**config.mk**
```make
export PLATFORM = sky130hd
export DESIGN_NAME = midi_binding_matcher
export DESIGN_NICKNAME = d
export VERILOG_FILES = /design/src/rtl/mbm_pkg.sv /design/src/rtl/mbm_table.sv /design/src/rtl/mbm_ctrl.sv /design/src/rtl/midi_binding_matcher.sv
export VERILOG_INCLUDE_DIRS = /design/src /design/src/rtl
export SDC_FILE = /design/constraint.sdc
export NUM_CORES = 1
export LEC_CHECK = 0
export BUFFER_PORTS_ARGS = -buffer_cell sky130_fd_sc_hd__buf_2
export CAP_MARGIN = 10
export CORE_UTILIZATION = 40
export DETAILED_ROUTE_END_ITERATION = 8
export GPL_ROUTABILITY_DRIVEN = 0
export SYNTH_ARGS = -nofsm -noshare
export SYNTH_HDL_FRONTEND = slang
export SYNTH_SLANG_ARGS = --single-unit
```
**constraint.sdc**
```tcl
create_clock -name clk -period 9.47 [get_ports clk]
set_clock_uncertainty 0.1 [all_clocks]
set_input_delay 0.4735 -clock clk [delete_from_list [all_inputs] [get_ports clk]]
set_output_delay 0.4735 -clock clk [all_outputs]
set_load 0.1 [all_outputs]
```
**src/rtl/midi_binding_matcher_assert.svh**
```systemverilog
// assertion macros for the midi binding matcher, used by mbm_ctrl
// expects clk and rst to be visible in the module that uses them
`ifndef MIDI_BINDING_MATCHER_ASSERT_SVH
`define MIDI_BINDING_MATCHER_ASSERT_SVH

// same-cycle implication, quiet while in reset
`define MBM_ASSERT_IMP(lbl, ante, cons, msg) \
  lbl: assert property (@(posedge clk) disable iff (rst) (ante) |-> (cons)) \
    else $error(msg);

// next-cycle implication, quiet while in reset
`define MBM_ASSERT_NXT(lbl, ante, cons, msg) \
  lbl: assert property (@(posedge clk) disable iff (rst) (ante) |=> (cons)) \
    else $error(msg);

`endif

```
**src/rtl/mbm_pkg.sv**
```systemverilog
// types, codes and constants of the midi binding matcher
// no dependencies; imported by every rtl module of the block
package mbm_pkg;

  typedef enum logic [2:0] {
    OP_MIDI        = 3'd0,
    OP_WRITE       = 3'd1,
    OP_REMOVE      = 3'd2,
    OP_LEARN_START = 3'd3,
    OP_LEARN_STOP  = 3'd4,
    OP_TICK        = 3'd5
  } op_t;

  typedef enum logic [1:0] {
    KIND_CC       = 2'd0,
    KIND_NOTE_ON  = 2'd1,
    KIND_NOTE_OFF = 2'd2
  } kind_t;

  typedef enum logic [1:0] {
    MODE_TOGGLE    = 2'd0,
    MODE_MOMENTARY = 2'd1,
    MODE_CONTINUOUS = 2'd2,
    MODE_NOTE      = 2'd3
  } mode_t;

  typedef enum logic [1:0] {
    RES_ACTION     = 2'd0,
    RES_LEARN_CC   = 2'd1,
    RES_LEARN_NOTE = 2'd2
  } res_kind_t;

  typedef enum logic [1:0] {
    CFG_TIMEOUT = 2'd0,
    CFG_GAIN    = 2'd1,
    CFG_SETVOL  = 2'd2
  } cfg_idx_t;

  typedef enum logic [1:0] {
    ST_IDLE,
    ST_SCAN,
    ST_DONE,
    ST_LEARN
  } state_t;

  localparam int Threshold  = 64;
  localparam int MaxResults = 16;
  localparam int ResCntW    = $clog2(MaxResults + 1);
  localparam int TimeoutW   = 20;
  localparam int CfgW       = 20;
  localparam logic [TimeoutW-1:0] TimeoutReset = 20'd30000;
  localparam logic [7:0] GainReset   = 8'd1;
  localparam logic [7:0] SetVolReset = 8'd2;

  typedef struct packed {
    logic [1:0] mode;
    logic [6:0] number;
    logic [4:0] channel;
    logic [7:0] device;
    logic [7:0] action;
  } entry_t;

  // table update strobes for one cycle
  typedef struct packed {
    logic write;
    logic remove;
    logic tog_we;
    logic tog_val;
  } tbl_ctl_t;

  typedef struct packed {
    logic [TimeoutW-1:0] timeout;
    logic [7:0]          gain_code;
    logic [7:0]          setvol_code;
  } cfg_t;

  typedef struct packed {
    logic [1:0]  kind;
    logic [7:0]  action;
    logic [15:0] param;
    logic        pvalid;
    logic        target;
    logic [6:0]  lnum;
    logic [4:0]  lch;
    logic [7:0]  ldev;
  } res_t;

  // round(v*16384/127), halves up: 16384 = 127*129 + 1
  function automatic logic [15:0] scale_unit(input logic [6:0] v);
    logic [15:0] base;
    base = {2'b00, v, 7'b0} + {9'b0, v};
    return base + {15'b0, v[6]};
  endfunction

  // round(v*32768/127), halves up: 32768 = 127*258 + 2
  function automatic logic [15:0] scale_gain(input logic [6:0] v);
    logic [15:0] base;
    logic [1:0]  rnd;
    base = {1'b0, v, 8'b0} + {8'b0, v, 1'b0};
    rnd  = (v >= 7'd96) ? 2'd2 : ((v >= 7'd32) ? 2'd1 : 2'd0);
    return base + {14'b0, rnd};
  endfunction

endpackage

```
**src/rtl/mbm_table.sv**
```systemverilog
// binding table: entry memory with registered read, valid and toggle flops
// depends on mbm_pkg
module mbm_table import mbm_pkg::*; #(
  parameter int MAX_BINDINGS = 16,
  localparam int AddrW = (MAX_BINDINGS > 1) ? $clog2(MAX_BINDINGS) : 1
) (
  input  logic                 clk,
  input  logic                 rst,
  input  tbl_ctl_t             ctl,
  input  logic [AddrW-1:0]     waddr,
  input  entry_t               wentry,
  input  logic [AddrW-1:0]     taddr,
  input  logic [AddrW-1:0]     raddr,
  output entry_t               rd_entry,
  output logic                 rd_valid,
  output logic                 rd_toggle
);

  entry_t                  mem [MAX_BINDINGS];
  logic [MAX_BINDINGS-1:0] valid;
  logic [MAX_BINDINGS-1:0] toggle;

  always_ff @(posedge clk) begin
    if (ctl.write) begin
      mem[waddr] <= wentry;
    end
    rd_entry  <= mem[raddr];
    rd_valid  <= valid[raddr];
    rd_toggle <= toggle[raddr];
  end

  always_ff @(posedge clk) begin
    if (rst) begin
      valid  <= '0;
      toggle <= '0;
    end else begin
      if (ctl.write) begin
        valid[waddr]  <= 1'b1;
        toggle[waddr] <= 1'b0;
      end else if (ctl.remove) begin
        valid[waddr] <= 1'b0;
      end
      if (ctl.tog_we) begin
        toggle[taddr] <= ctl.tog_val;
      end
    end
  end

endmodule

```
**src/rtl/mbm_ctrl.sv**
```systemverilog
// sequencer: op decode, learn mode, table walk through one shared match unit
// depends on mbm_pkg, mbm_table and midi_binding_matcher_assert.svh
`include "midi_binding_matcher_assert.svh"

module mbm_ctrl import mbm_pkg::*; #(
  parameter int MAX_BINDINGS = 16
) (
  input  logic       clk,
  input  logic       rst,
  input  cfg_t       cfg,
  input  logic       start,
  output logic       busy,
  input  logic [2:0] op,
  input  logic [1:0] msg_kind,
  input  logic [6:0] number,
  input  logic [4:0] channel,
  input  logic [6:0] value,
  input  logic [7:0] device_id,
  input  logic [3:0] entry_index,
  input  logic [1:0] bind_mode,
  input  logic [7:0] action_code,
  output logic       out_vld,
  output res_t       out_res,
  output logic       out_last
);
  localparam int AddrW = (MAX_BINDINGS > 1) ? $clog2(MAX_BINDINGS) : 1;
  localparam logic [AddrW-1:0] LastIdx = AddrW'(MAX_BINDINGS - 1);

  state_t st, st_next;

  logic accept, in_range, is_msg;
  logic [1:0] q_kind;
  logic [6:0] q_num;
  logic [4:0] q_ch;
  logic [6:0] q_val;
  logic [7:0] q_dev;

  logic                learning;
  logic [TimeoutW-1:0] ticks;
  logic [TimeoutW-1:0] ticks_inc;

  logic [AddrW-1:0]   cnt;
  logic [ResCntW-1:0] res_cnt;
  logic               held_vld;
  res_t               held;

  tbl_ctl_t         ctl;
  logic [AddrW-1:0] raddr;
  entry_t           ent;
  logic             ent_valid, ent_toggle;

  logic hit, fire, take, is_cc, over, is_cont, is_gain;
  logic emit;
  res_t cand;
  res_t learn_res;

  assign accept    = start && !busy;
  assign in_range  = 32'(entry_index) < MAX_BINDINGS;
  assign is_msg    = (msg_kind == KIND_CC) || (msg_kind == KIND_NOTE_ON);
  assign ticks_inc = ticks + 1'b1;

  mbm_table #(.MAX_BINDINGS(MAX_BINDINGS)) u_table (
    .clk      (clk),
    .rst      (rst),
    .ctl      (ctl),
    .waddr    (AddrW'(entry_index)),
    .wentry   ({bind_mode, number, channel, device_id, action_code}),
    .taddr    (cnt),
    .raddr    (raddr),
    .rd_entry (ent),
    .rd_valid (ent_valid),
    .rd_toggle(ent_toggle)
  );

  // shared match unit, one entry per cycle
  always_comb begin
    is_cc   = q_kind == KIND_CC;
    over    = q_val >= 7'(Threshold);
    is_cont = ent.mode == MODE_CONTINUOUS;
    is_gain = ent.action == cfg.gain_code;
    hit = ent_valid && (ent.number == q_num)
       && ((ent.channel == 5'd0) || (ent.channel == q_ch))
       && ((ent.device == 8'd0) || (ent.device == q_dev));
    fire = 1'b0;
    if (!is_cc) begin
      fire = ent.mode == MODE_NOTE;
    end else begin
      unique case (ent.mode)
        MODE_TOGGLE:     fire = over && !ent_toggle;
        MODE_MOMENTARY:  fire = over;
        MODE_CONTINUOUS: fire = 1'b1;
        MODE_NOTE:       fire = 1'b0;
      endcase
    end
    take = (st == ST_SCAN) && hit && fire && (res_cnt < ResCntW'(MaxResults));
    cand        = '0;
    cand.kind   = RES_ACTION;
    cand.action = (is_cc && is_cont && is_gain) ? cfg.setvol_code : ent.action;
    cand.pvalid = is_cc && is_cont;
    cand.target = is_cc && is_cont && is_gain;
    if (is_cc && is_cont) begin
      cand.param = is_gain ? scale_gain(q_val) : scale_unit(q_val);
    end
  end

  // captured message while learning
  always_comb begin
    learn_res      = '0;
    learn_res.kind = (q_kind == KIND_CC) ? RES_LEARN_CC : RES_LEARN_NOTE;
    learn_res.lnum = q_num;
    learn_res.lch  = q_ch;
    learn_res.ldev = q_dev;
  end

  always_comb begin
    st_next = st;
    unique case (st)
      ST_IDLE: begin
        if (accept && (op == OP_MIDI) && is_msg) begin
          st_next = learning ? ST_LEARN : ST_SCAN;
        end
      end
      ST_SCAN: begin
        if (cnt == LastIdx) begin
          st_next = ST_DONE;
        end
      end
      ST_DONE:  st_next = ST_IDLE;
      ST_LEARN: st_next = ST_IDLE;
    endcase
  end

  always_comb begin
    busy  = st != ST_IDLE;
    ctl   = '0;
    raddr = '0;
    emit  = 1'b0;
    unique case (st)
      ST_IDLE: begin
        ctl.write  = accept && (op == OP_WRITE) && in_range;
        ctl.remove = accept && (op == OP_REMOVE) && in_range;
      end
      ST_SCAN: begin
        raddr       = (cnt == LastIdx) ? '0 : cnt + 1'b1;
        ctl.tog_we  = hit && is_cc && (ent.mode == MODE_TOGGLE);
        ctl.tog_val = over;
        emit        = take && held_vld;
      end
      ST_DONE:  emit = held_vld;
      ST_LEARN: emit = 1'b1;
    endcase
  end

  always_ff @(posedge clk) begin
    if (rst) begin
      st       <= ST_IDLE;
      out_vld  <= 1'b0;
      held_vld <= 1'b0;
      learning <= 1'b0;
      ticks    <= '0;
      res_cnt  <= '0;
      cnt      <= '0;
    end else begin
      st      <= st_next;
      out_vld <= emit;
      unique case (st)
        ST_IDLE: begin
          if (accept) begin
            q_kind   <= msg_kind;
            q_num    <= number;
            q_ch     <= channel;
            q_val    <= value;
            q_dev    <= device_id;
            cnt      <= '0;
            res_cnt  <= '0;
            held_vld <= 1'b0;
            case (op)
              OP_MIDI: begin
                if (is_msg) begin
                  learning <= 1'b0;
                end
              end
              OP_LEARN_START: begin
                learning <= 1'b1;
                ticks    <= '0;
              end
              OP_LEARN_STOP: learning <= 1'b0;
              OP_TICK: begin
                if (learning) begin
                  ticks <= ticks_inc;
                  if (ticks_inc >= cfg.timeout) begin
                    learning <= 1'b0;
                  end
                end
              end
              default: ;
            endcase
          end
        end
        ST_SCAN: begin
          cnt <= cnt + 1'b1;
          if (take) begin
            res_cnt  <= res_cnt + 1'b1;
            held     <= cand;
            held_vld <= 1'b1;
            if (held_vld) begin
              out_res  <= held;
              out_last <= 1'b0;
            end
          end
        end
        ST_DONE: begin
          if (held_vld) begin
            out_res  <= held;
            out_last <= 1'b1;
          end
          held_vld <= 1'b0;
        end
        ST_LEARN: begin
          out_res  <= learn_res;
          out_last <= 1'b1;
        end
      endcase
    end
  end

  `MBM_ASSERT_IMP(a_out_src, out_vld,
    $past(st == ST_SCAN) || $past(st == ST_DONE) || $past(st == ST_LEARN),
    "result strobe without a scan or learn step")
  `MBM_ASSERT_IMP(a_idle_empty, st == ST_IDLE, !held_vld,
    "held result left over in idle")
  `MBM_ASSERT_IMP(a_res_cap, 1'b1, res_cnt <= ResCntW'(MaxResults),
    "result count beyond cap")
  `MBM_ASSERT_NXT(a_learn_cap,
    accept && (op == OP_MIDI) && is_msg && learning,
    (st == ST_LEARN) && !learning,
    "learn capture did not end learn mode")

endmodule

```
**src/rtl/midi_binding_matcher.sv**
```systemverilog
// top level of the midi binding matcher: config registers and result ports
// depends on mbm_pkg and mbm_ctrl
// - command port: an item transfers at a rising edge with start high and
//   busy low; op selects midi message, write/remove binding, start/stop
//   learn or tick
// - table ops, learn ops, ticks and ignored messages (note-off, unknown
//   kind or op) complete at the accepting edge; busy stays low
// - a control change or note-on walks the table one entry per cycle through
//   the single read port of the entry memory; busy stays high through the
//   scan and a final done step, so a new message is taken only after both
// - results leave at most one per cycle on result_valid, in entry order, each
//   held in a register until the next hit or the done step; last marks the
//   final result of the item; at most sixteen results per item
// - while learning, a control change or note-on gives a single learn result
//   through the learn state, is busy while in it and ends learn mode
// - the receiver cannot stall: every result is shown for one cycle only
// - config writes take effect at once and are meant for idle periods
// - rst clears valid bits, toggle state, learn state and config defaults;
//   entry contents stay undefined until written
module midi_binding_matcher import mbm_pkg::*; #(
  parameter int MAX_BINDINGS = 16
) (
  input  logic            clk,
  input  logic            rst,
  input  logic            start,
  output logic            busy,
  input  logic [2:0]      op,
  input  logic [1:0]      msg_kind,
  input  logic [6:0]      number,
  input  logic [4:0]      channel,
  input  logic [6:0]      value,
  input  logic [7:0]      device_id,
  input  logic [3:0]      entry_index,
  input  logic [1:0]      bind_mode,
  input  logic [7:0]      action_code,
  input  logic            cfg_we,
  input  logic [1:0]      cfg_addr,
  input  logic [CfgW-1:0] cfg_wdata,
  output logic            result_valid,
  output logic [1:0]      result_kind,
  output logic [7:0]      out_action,
  output logic [15:0]     param_value,
  output logic            param_valid,
  output logic            target_input,
  output logic [6:0]      learned_number,
  output logic [4:0]      learned_channel,
  output logic [7:0]      learned_device,
  output logic            last
);

  cfg_t cfg;
  res_t res;

  // config registers, written any time the port strobes
  always_ff @(posedge clk) begin
    if (rst) begin
      cfg.timeout     <= TimeoutReset;
      cfg.gain_code   <= GainReset;
      cfg.setvol_code <= SetVolReset;
    end else if (cfg_we) begin
      case (cfg_addr)
        CFG_TIMEOUT: cfg.timeout     <= cfg_wdata[TimeoutW-1:0];
        CFG_GAIN:    cfg.gain_code   <= cfg_wdata[7:0];
        CFG_SETVOL:  cfg.setvol_code <= cfg_wdata[7:0];
        default: ;
      endcase
    end
  end

  // sequencer plus table; results come out registered
  mbm_ctrl #(.MAX_BINDINGS(MAX_BINDINGS)) u_ctrl (
    .clk        (clk),
    .rst        (rst),
    .cfg        (cfg),
    .start      (start),
    .busy       (busy),
    .op         (op),
    .msg_kind   (msg_kind),
    .number     (number),
    .channel    (channel),
    .value      (value),
    .device_id  (device_id),
    .entry_index(entry_index),
    .bind_mode  (bind_mode),
    .action_code(action_code),
    .out_vld    (result_valid),
    .out_res    (res),
    .out_last   (last)
  );

  // unpack the result register onto the field ports
  assign result_kind     = res.kind;
  assign out_action      = res.action;
  assign param_value     = res.param;
  assign param_valid     = res.pvalid;
  assign target_input    = res.target;
  assign learned_number  = res.lnum;
  assign learned_channel = res.lch;
  assign learned_device  = res.ldev;

endmodule

```
==> results of run 1 <==
tightest hold or removal path, stage by stage:
cell	delay (ps)
sky130_fd_sc_hd__buf_2	120
sky130_fd_sc_hd__nand2_1	50
sky130_fd_sc_hd__a21oi_1	50
power by group through the flow:
stage	Combinational [W]	Clock, W	Sequential (W)
finish	0.000179	0.00294	0.00344
floorplan	0.0000938	0	0.00350
CTS	0.000179	0.00300	0.00344
detailed placement	0.000171	0	0.00351
global route	0.000196	0.00312	0.00344
global placement	0.000165	0	0.00351
final cells by class:
cell class                 count  area share
antenna                        3    0.000220
clock buffer                  95      0.0603
clock inverter                48      0.0126
inverter                      36     0.00396
multi-input combinational   1493       0.262
sequential                   718       0.592
tap                          959      0.0351
timing repair buffer         182      0.0331
path summary, 6_finish.rpt:
path                                            startpoint                                   to
worst max-delay path            u_ctrl.cnt[0]$_SDFFE_PP0P_  u_ctrl.u_table.rd_entry[12]$_DFF_P_
worst min register to register        cfg[17]$_SDFFE_PP0P_                 cfg[17]$_SDFFE_PP0P_
worst max register to register  u_ctrl.cnt[0]$_SDFFE_PP0P_  u_ctrl.u_table.rd_entry[12]$_DFF_P_
worst min-delay path                          cfg_wdata[6]                 cfg[22]$_SDFFE_PP0P_
layout by cell type (no fill, tap or decap), types with 32 or more instances in the layout:
cell type | synthesis | final
sky130_fd_sc_hd__and3_1 | 152 | 151
sky130_fd_sc_hd__inv_1 | 36 | 36
sky130_fd_sc_hd__a221o_1 | 32 | 32
sky130_fd_sc_hd__edfxtp_1 | 584 | 584
sky130_fd_sc_hd__a31oi_1 | 69 | 69
sky130_fd_sc_hd__a21oi_1 | 83 | 81
sky130_fd_sc_hd__mux2i_1 | 46 | 46
sky130_fd_sc_hd__nand2_1 | 452 | 451
sky130_fd_sc_hd__a31o_2 | 65 | 65
sky130_fd_sc_hd__dfxtp_1 | 134 | 134
sky130_fd_sc_hd__clkbuf_16 | 0 | 79
sky130_fd_sc_hd__xnor2_1 | 47 | 47
sky130_fd_sc_hd__nand4_1 | 34 | 34
sky130_fd_sc_hd__o22ai_1 | 33 | 33
sky130_fd_sc_hd__nor2_1 | 139 | 119
sky130_fd_sc_hd__buf_2 | 28 | 121
sky130_fd_sc_hd__o21ai_0 | 42 | 42
sky130_fd_sc_hd__buf_4 | 2 | 39
sky130_fd_sc_hd__a211oi_1 | 68 | 68
through the flow:
stage / area (sq um) / power, W / hold WS [ps] / util / setup WS, ps
CTS: 34100 / 0.00662 / 4.88 / 0.465 / 5020
finish: 34100 / 0.00656 / 35.8 / 0.466 / 5000
floorplan: 29800 / 0.00360 / 331 / - / 6070
global placement: 31400 / 0.00367 / 347 / 0.429 / 5130
global route: 34100 / 0.00676 / 33.0 / 0.466 / 4710
detailed placement: 31400 / 0.00368 / 346 / 0.429 / 5030
flip-flops by register name, summed over array words and instances, names as in the netlist, named ones only:
register	cells
u_ctrl.out_res	48
u_ctrl.ticks	20
u_ctrl.out_vld	1
u_ctrl.held	26
u_ctrl.u_table.toggle	16
u_ctrl.q_dev	8
u_ctrl.q_val	7
u_ctrl.q_kind	2
u_ctrl.u_table.mem	480
u_ctrl.learning	1
u_ctrl.u_table.rd_valid	1
u_ctrl.out_last	1
u_ctrl.res_cnt	5
u_ctrl.held_vld	1
u_ctrl.u_table.rd_entry	30
cfg	36
u_ctrl.cnt	4
u_ctrl.q_ch	5
u_ctrl.q_num	7
u_ctrl.st	2
u_ctrl.u_table.rd_toggle	1
kinds of logic (layout without fill, tap and decap cells):
group	after synthesis	in the layout
simple gates	898	898
compound gates	452	452
xor+xnor	57	57
flops	718	718
other cells	0	3
mux	55	55
fa+ha+maj	31	31
buf+inv	206	361
timing repair:
item | in CTS | in global routing
endpoints found under the hold margin | 21 | 0
endpoints found under the setup margin | 0 | 0
hold buffers | 21 | 0
routing by layer:
layer,vias to the layer above,wire (microns)
met1,9779,33200
li1,9174,-
met2,663,36100
met3,129,4990
met4,4,2340
met5,-,30
==> summary.md, run 1 <==
| Metric | Value |
|---|---|
| Clock tree from TritonCTS | `done` |
| Detail Route Antenna Nets | `0` |
| Number of filler instances in the final layout | `6509` |
| Chip height | `around 270 microns` |
| Final layout net count | `2611` |
| Critical path buffer and inverter count | `2` |
| Cell at the slowest stage of the critical path | `sky130_fd_sc_hd__buf_4` |
| Largest area contributor in the netlist | `sky130_fd_sc_hd__edfxtp_1` |
| DR DRC count | `10` |
| Die outline width | `275 microns` |
| Fraction of power consumed by sequential logic | `0.525` |
| Startpoint types | `register` |
| Crit path required time | `between 9000 and 10000 ps` |
| Tcrit/Tclk final | `0.472` |
| Shortest clock period the worst path allows after layout | `4470 ps` |
| I/O Buffers | `between 100 and 150` |
| Die area | `~76000 sq um` |
| VDD IR-drop max | `0.000120 V` |
| CP cell instances | `ha_1 -> nand3_2 -> buf_4 -> and3_4 -> buf_4 -> and3_1 -> a31oi_1 -> a221o_1` |
| Area growth syn-to-layout | `14.6%` |
| MaxCap Viol Count | `0` |
| Non-filler cells, final | `about 3500` |
| Area of the core | `73300 sq um` |
| Antenna violations before repair | `7` |
| FMAX | `roughly 220 MHz` |
| Share of total power consumed by net switching | `0.210` |
| Cell at the root of the clock tree | `sky130_fd_sc_hd__clkbuf_16` |
| Detailed placer's ending HPWL | `~42 mm` |
| Main combinational cell family by area after synthesis | `simple AND/OR/NAND/NOR gates` |
| Family of cells with the greatest summed delay on the critical path | `buffers and inverters` |
| WL final | `about 77 mm` |
| Area contributors post-synth | `sky130_fd_sc_hd__edfxtp_1, sky130_fd_sc_hd__dfxtp_1, sky130_fd_sc_hd__nand2_1, sky130_fd_sc_hd__and3_1, sky130_fd_sc_hd__a31o_2` |
| Area used by multi-input combinational logic | `about 9000 sq um` |
| Largest fanout of any net on the critical path | `around 110` |
| Post-CTS Setup Inserts | `0` |
| Critical Path Max Stage Delay | `1000 ps` |
| GRT met1 Usage | `0.268` |
| Setup TNS | `0 ps` |
| Clock buffers created by TritonCTS | `77` |
| Fraction of met3 tracks used by global routing | `0.0362` |
| Synth top cells by count | `sky130_fd_sc_hd__edfxtp_1, sky130_fd_sc_hd__nand2_1, sky130_fd_sc_hd__and3_1` |
| Remaining global-route overflow | `0` |
| Share of total power in the clock network | `0.448` |
| Kind of path behind the tightest hold check | `in -> reg` |
| Logic depth of the worst path, buffers included | `8` |
| Cell depth of the worst min-delay path | `3` |
| Number of cells traversed by the worst register-to-register path | `8` |
| Via total after detailed routing | `~20000` |
| GRT Total Usage | `0.201` |
| Synth Area per Inst | `12.3 sq um` |
| Wire length of the first global-routing pass | `approximately 120 mm` |
| Remaining max-slew budget at the tightest pin | `0.136` |
| Logic pwr share | `0.027` |
| Flip-flop cell with the highest count after synthesis | `sky130_fd_sc_hd__edfxtp_1` |
| Fraction of registers with async set or reset after synthesis | `0` |
| Net switching power | `0.00138 W` |
| Pin count of the biggest net entering global routing | `179` |
| Busiest layer in global routing | `met2` |
| Total instance count after detailed placement | `3367` |
| Starting density of the core | `0.406` |
| Register bit total from synthesis | `718` |
| Post-synthesis sequential area ratio | `0.678` |
| Number of distinct library cells after synthesis | `61` |
| Area used by sequential logic in the layout | `20200 sq um` |
| Pins Over Slew Limit | `0` |
| CP arrival | `4890 ps` |
| Met2 capacity usage during global routing | `0.326` |
| Failing checks | `design-rule violations` |
| Quantity of gates resized following cts | `0` |
| Proportion of layout cells with a drive suffix above 1 | `0.151` |
| Final setup violation count | `0` |
| Cell Int Power | `0.00518 W` |
| Post-synth net total | `about 2500` |
| Detailed Route Iter0 Violations | `1885` |
| Via count of the first global-routing pass | `a little under 20000` |
| Area fraction in compound gates after synthesis | `0.106` |
| H-tree lvl count | `3` |
| Least-Margin Pin Slew | `1290 ps` |
| Share of synthesized cell area in and, or, nand and nor gates | `0.139` |
| Number of placement rows | `99` |
| Xor and xnor fraction of the mapped netlist area | `0.0168` |
| Average routed wire per standard cell | `21.7 microns` |
| Number of instances in the synthesized netlist | `2417` |
| Type of element capturing the critical path | `register` |
| Number of flops mapped to enable cells by yosys | `584` |
| Kind of critical path | `reg -> reg` |
| Num Clock Sinks | `between 700 and 800` |
| Area share of the largest cell type after synthesis | `0.588` |
| Outcome | `finished with violations` |
| Cell repeated most along the worst path | `sky130_fd_sc_hd__buf_4` |
| I/O Pins | `123` |
| Longest Clk Path Bufs | `3` |
| Post-synthesis adder-cell area fraction | `0.0130` |
| Area of the mapped netlist | `29800 sq um` |
| Detailed-router iteration count before antenna repair | `9` |
| Setup repair after global routing missed its margin | `false` |
| Cell with the most instances after synthesis | `sky130_fd_sc_hd__edfxtp_1` |
| Later-pin clock latency in the skew report | `630 ps` |
| Reg clk slew, reported paths | `around 60 ps` |
| Warnings from Yosys | `0` |
| R2R Setup Slk | `5000 ps` |
| Power density normalized to cell area | `192 nW/um^2` |
| Leakage dissipation | `12.2 nW` |
| Share of synthesized area spent on multiplexers | `0.0189` |
| Final Hold Viols | `0` |
| Via/cell ratio | `5.59` |
No activity file was read; power rests on OpenSTA's default activity.
==> run 2: changes to the inputs <==
--- a/config.mk
+++ b/config.mk
@@ -6,6 +6,7 @@
 export SDC_FILE = /design/constraint.sdc
 export NUM_CORES = 1
 export LEC_CHECK = 0
+export ABC_AREA = 1
 export BUFFER_PORTS_ARGS = -buffer_cell sky130_fd_sc_hd__buf_2
 export CAP_MARGIN = 10
 export CORE_UTILIZATION = 40
==> constraint.sdc (replaced) <==
create_clock -name clk -period 4.4 [get_ports clk]
set_clock_uncertainty 0.1 [all_clocks]
set_input_delay 0.22 -clock clk [delete_from_list [all_inputs] [get_ports clk]]
set_output_delay 0.22 -clock clk [all_outputs]
set_load 0.1 [all_outputs]
==> summary.md, run 2 <==
| Metric | Value |
|---|---|
| Clock tree from TritonCTS | `done` |
| Detail Route met2 WL | `39.0 mm (+8.2%)` |
| MaxCap Viol Count | `0 (unchanged)` |
| Number of filler instances in the final layout | `6689 (+2.8%)` |
| Die area | `77400 sq um (+2.4%)` |
| Proportion of layout cells with a drive suffix above 1 | `0.110 (-0.0412)` |
| Number of instances in the synthesized netlist | `2780 (+15%)` |
| Number of placement rows | `100 (+1.0%)` |
| Critical path buffer and inverter count | `1 (-1)` |
| Post-CTS Setup Inserts | `0 (unchanged)` |
| Hold endpoint | `cfg[30]$_SDFFE_PP1P_` |
| Least-Margin Pin Slew | `1170 ps (-119 ps)` |
| Area share of the largest cell type after synthesis | `0.575 (-0.0136)` |
| Power density normalized to cell area | `403 nW/um^2 (+110%)` |
| Cell with the most instances after synthesis | `sky130_fd_sc_hd__edfxtp_1` |
| Worst setup slack before clock tree synthesis | `1020 ps (-4010 ps)` |
| Cell at the slowest stage of the critical path | `sky130_fd_sc_hd__dfxtp_1` |
| Flip-flop cell with the highest count after synthesis | `sky130_fd_sc_hd__edfxtp_1` |
| Die outline width | `278 microns (+1.2%)` |
| Synth top cells by count | `sky130_fd_sc_hd__edfxtp_1, sky130_fd_sc_hd__nand2_1, sky130_fd_sc_hd__inv_1` |
| Area of the core | `74900 sq um (+2.2%)` |
| Synth Area per Inst | `11.0 sq um (-11%)` |
| I/O Pins | `123 (unchanged)` |
| Num Clock Sinks | `718 (unchanged)` |
| VDD IR-drop max | `0.000265 V (+120%)` |
| Antenna violations before repair | `8 (+1)` |
| Type of element capturing the critical path | `register` |
| Hold Startpoint | `cfg_addr[0]` |
| Start point of the critical path | `u_ctrl.held_vld$_SDFFE_PP0P_` |
| Highest layer used for signal routing | `met4` |
| Starting density of the core | `0.407 (+0.000650)` |
| Crit path required time | `4530 ps (-5360 ps)` |
| Longest Clk Path Bufs | `3 (unchanged)` |
| Detailed placer's ending HPWL | `48.7 mm (+17%)` |
| Reg clk slew, reported paths | `60 ps (about the same)` |
| R2R Setup Slk | `980 ps (-4020 ps)` |
| Via count of the first global-routing pass | `21000 (+8.2%)` |
| Shortest clock period the worst path allows after layout | `3420 ps (-1050 ps)` |
| Reg-to-Reg End | `u_ctrl.out_res[17]$_DFFE_PP_` |
| Area of the mapped netlist | `30500 sq um (+2.4%)` |
| Register bank with the most flops | `u_ctrl.u_table.mem` |
| Final hold slack | `51.5 ps (+15.7 ps)` |
| Clock buffers created by TritonCTS | `77 (unchanged)` |
| WL final | `81.7 mm (+6.6%)` |
| Number of cells traversed by the worst register-to-register path | `4 (-4)` |
| Largest registers ranked by flip-flop count | `u_ctrl.u_table.mem (480), u_ctrl.out_res (48), cfg (36)` |
| Cell repeated most along the worst path | `sky130_fd_sc_hd__nand2_1` |
| Via/cell ratio | `5.46 (-2.3%)` |
| Fin area | `35500 sq um (+4.1%)` |
| Area growth syn-to-layout | `16.5%` |
| Critical Path Max Stage Delay | `900 ps (-100 ps)` |
| Total power | `0.0143 W (+120%)` |
| Register bit total from synthesis | `718 (unchanged)` |
| Post-synth net total | `2883 (+14%)` |
| Later-pin clock latency in the skew report | `630 ps (about the same)` |
| Pins Over Slew Limit | `0 (unchanged)` |
| Remaining max-slew budget at the tightest pin | `0.215 (+0.0795)` |
| Max FFs per register | `480 (unchanged)` |
| Area of placed instances | `32200 sq um (+2.4%)` |
| Cell depth of the worst min-delay path | `4 (+1)` |
| Leading cell types in the layout, fill and taps excluded | `sky130_fd_sc_hd__edfxtp_1, sky130_fd_sc_hd__nand2_1, sky130_fd_sc_hd__inv_1, sky130_fd_sc_hd__o211ai_1, sky130_fd_sc_hd__nor2_1` |
| Setup TNS | `0 ps (unchanged)` |
| Average routed wire per standard cell | `20.6 microns (-5.2%)` |
| I/O Buffers | `122 (unchanged)` |
| Final layout net count | `3040 (+16%)` |
| Wire length on met1 | `35.6 mm (+7.1%)` |
| Fin worst setup slack | `978 ps (-4020 ps)` |
| Cell at the root of the clock tree | `sky130_fd_sc_hd__clkbuf_16` |
| Family of cells with the greatest summed delay on the critical path | `simple AND/OR/NAND/NOR gates` |
| Setup repair after global routing missed its margin | `false` |
| Detailed-routed wire length on met3 | `5.23 mm (+4.8%)` |
| Kind of critical path | `reg -> reg` |
| Area used by multi-input combinational logic | `8660 sq um (-3.4%)` |
| Detailed Route Iter0 Violations | `2115 (+12%)` |
| Warnings from Yosys | `0 (unchanged)` |
| Kind of path behind the tightest hold check | `in -> reg` |
| FMAX | `292 MHz (+31%)` |
| GRT Total Usage | `0.210 (+0.00870)` |
| Leakage dissipation | `13.2 nW (+8.2%)` |
| Tcrit/Tclk final | `0.778 (+0.306)` |
| Final Hold Viols | `0 (unchanged)` |
| Startpoint types | `register` |
| Most common cell after layout, fill and taps aside | `sky130_fd_sc_hd__edfxtp_1` |
| Wire length of the first global-routing pass | `125 mm (+8.3%)` |
| Chip height | `278 microns (+1.2%)` |
| Area contributors post-synth | `sky130_fd_sc_hd__edfxtp_1, sky130_fd_sc_hd__dfxtp_1, sky130_fd_sc_hd__o211ai_1, sky130_fd_sc_hd__nand2_1, sky130_fd_sc_hd__o21ai_0` |
| CP arrival | `3550 ps (-1340 ps)` |
| Largest fanout of any net on the critical path | `28 (-75%)` |
| Remaining global-route overflow | `0 (unchanged)` |
| H-tree lvl count | `3 (unchanged)` |
| Number of flops mapped to enable cells by yosys | `584 (unchanged)` |
| CP cell instances | `clkinv_1 -> nand2_1 -> nand2_1 -> nor2_4` |
| Detailed-router iteration count before antenna repair | `5 (-4)` |
| Pin count of the biggest net entering global routing | `115 (-36%)` |
| Via total after detailed routing | `21700 (+9.8%)` |
| Fraction of registers with async set or reset after synthesis | `0 (unchanged)` |
| Detail Route Antenna Nets | `0 (unchanged)` |
| Final setup violation count | `0 (unchanged)` |
| Post-synthesis sequential area ratio | `0.663 (-0.0157)` |
| Number of distinct library cells after synthesis | `39 (-36%)` |
| Worst reg2reg startpoint | `u_ctrl.held_vld$_SDFFE_PP0P_` |
| Largest area contributor in the netlist | `sky130_fd_sc_hd__edfxtp_1` |
| Area used by sequential logic in the layout | `20200 sq um (unchanged)` |
| Outcome | `completed` |
| DR DRC count | `0 (-10)` |
-- run 2: routing by layer --
metal,up-vias,global-route usage
li1,10200,-
met1,10600,0.288
met2,811,0.345
met3,122,0.0312
met4,0,0.0619
met5,-,0
-- run 2: what timing repair did --
action                    4_1_cts  5_1_grt
hold endpoints to repair      551        0
hold buffers                   70        0
gates resized for setup         0        0
-- run 2: cells by family (layout without fill, tap and decap cells) --
family,count (synthesis),in the layout,synth area share
adder cells (fa/ha/maj),31,31,0.0127
XOR/XNOR,47,47,0.0135
AO/OA/AOI/OAI,759,759,0.148
other,0,4,0
AND/OR/NAND/NOR,772,772,0.105
flip-flops,718,718,0.663
buffers and inverters,453,673,0.0586
-- run 2: worst max-delay path by stage --
| stage | endpoint | slack (ps) | cells past startpoint |
|---|---|---|---|
| finish | u_ctrl.out_res[17]$_DFFE_PP_ | 980 | 4 |
| global route | u_ctrl.out_res[17]$_DFFE_PP_ | 730 | 4 |
| CTS | u_ctrl.out_res[17]$_DFFE_PP_ | 1020 | 4 |
| detailed placement | u_ctrl.u_table.rd_entry[14]$_DFF_P_ | 1020 | 8 |
| global placement | u_ctrl.u_table.rd_entry[14]$_DFF_P_ | 1040 | 8 |
| floorplan | u_ctrl.u_table.mem[10][0]$_DFFE_PP_ | 1320 | 7 |
-- run 2: power by group --
part / internal, W / switching [W]
registers: 0.00737 / 0.0000283
clock network: 0.00383 / 0.00265
logic: 0.000141 / 0.000299
-- run 2: stage by stage --
step / cells / util
after floorplan: 2780 / -
after global placement: 3752 / 0.429
after detailed placement: 3752 / 0.429
after CTS: 3964 / 0.473
after global routing: 3970 / 0.474
final: 3973 / 0.474
-- run 2: final cells by class --
class | instances | share of cell area
repair buffers | 239 | 0.0503
multi-input cells | 1609 | 0.244
diodes | 4 | 0.000282
clock buffers | 104 | 0.0612
well taps | 969 | 0.0341
clock inverters | 38 | 0.0104
flip-flops and latches | 718 | 0.569
inverters | 292 | 0.0309
-- run 2: worst min-delay path, delay by kind of cell --
kind,cells,cell delay (ps)
compound gates,1,160
buf+inv,2,280
simple gates,1,50
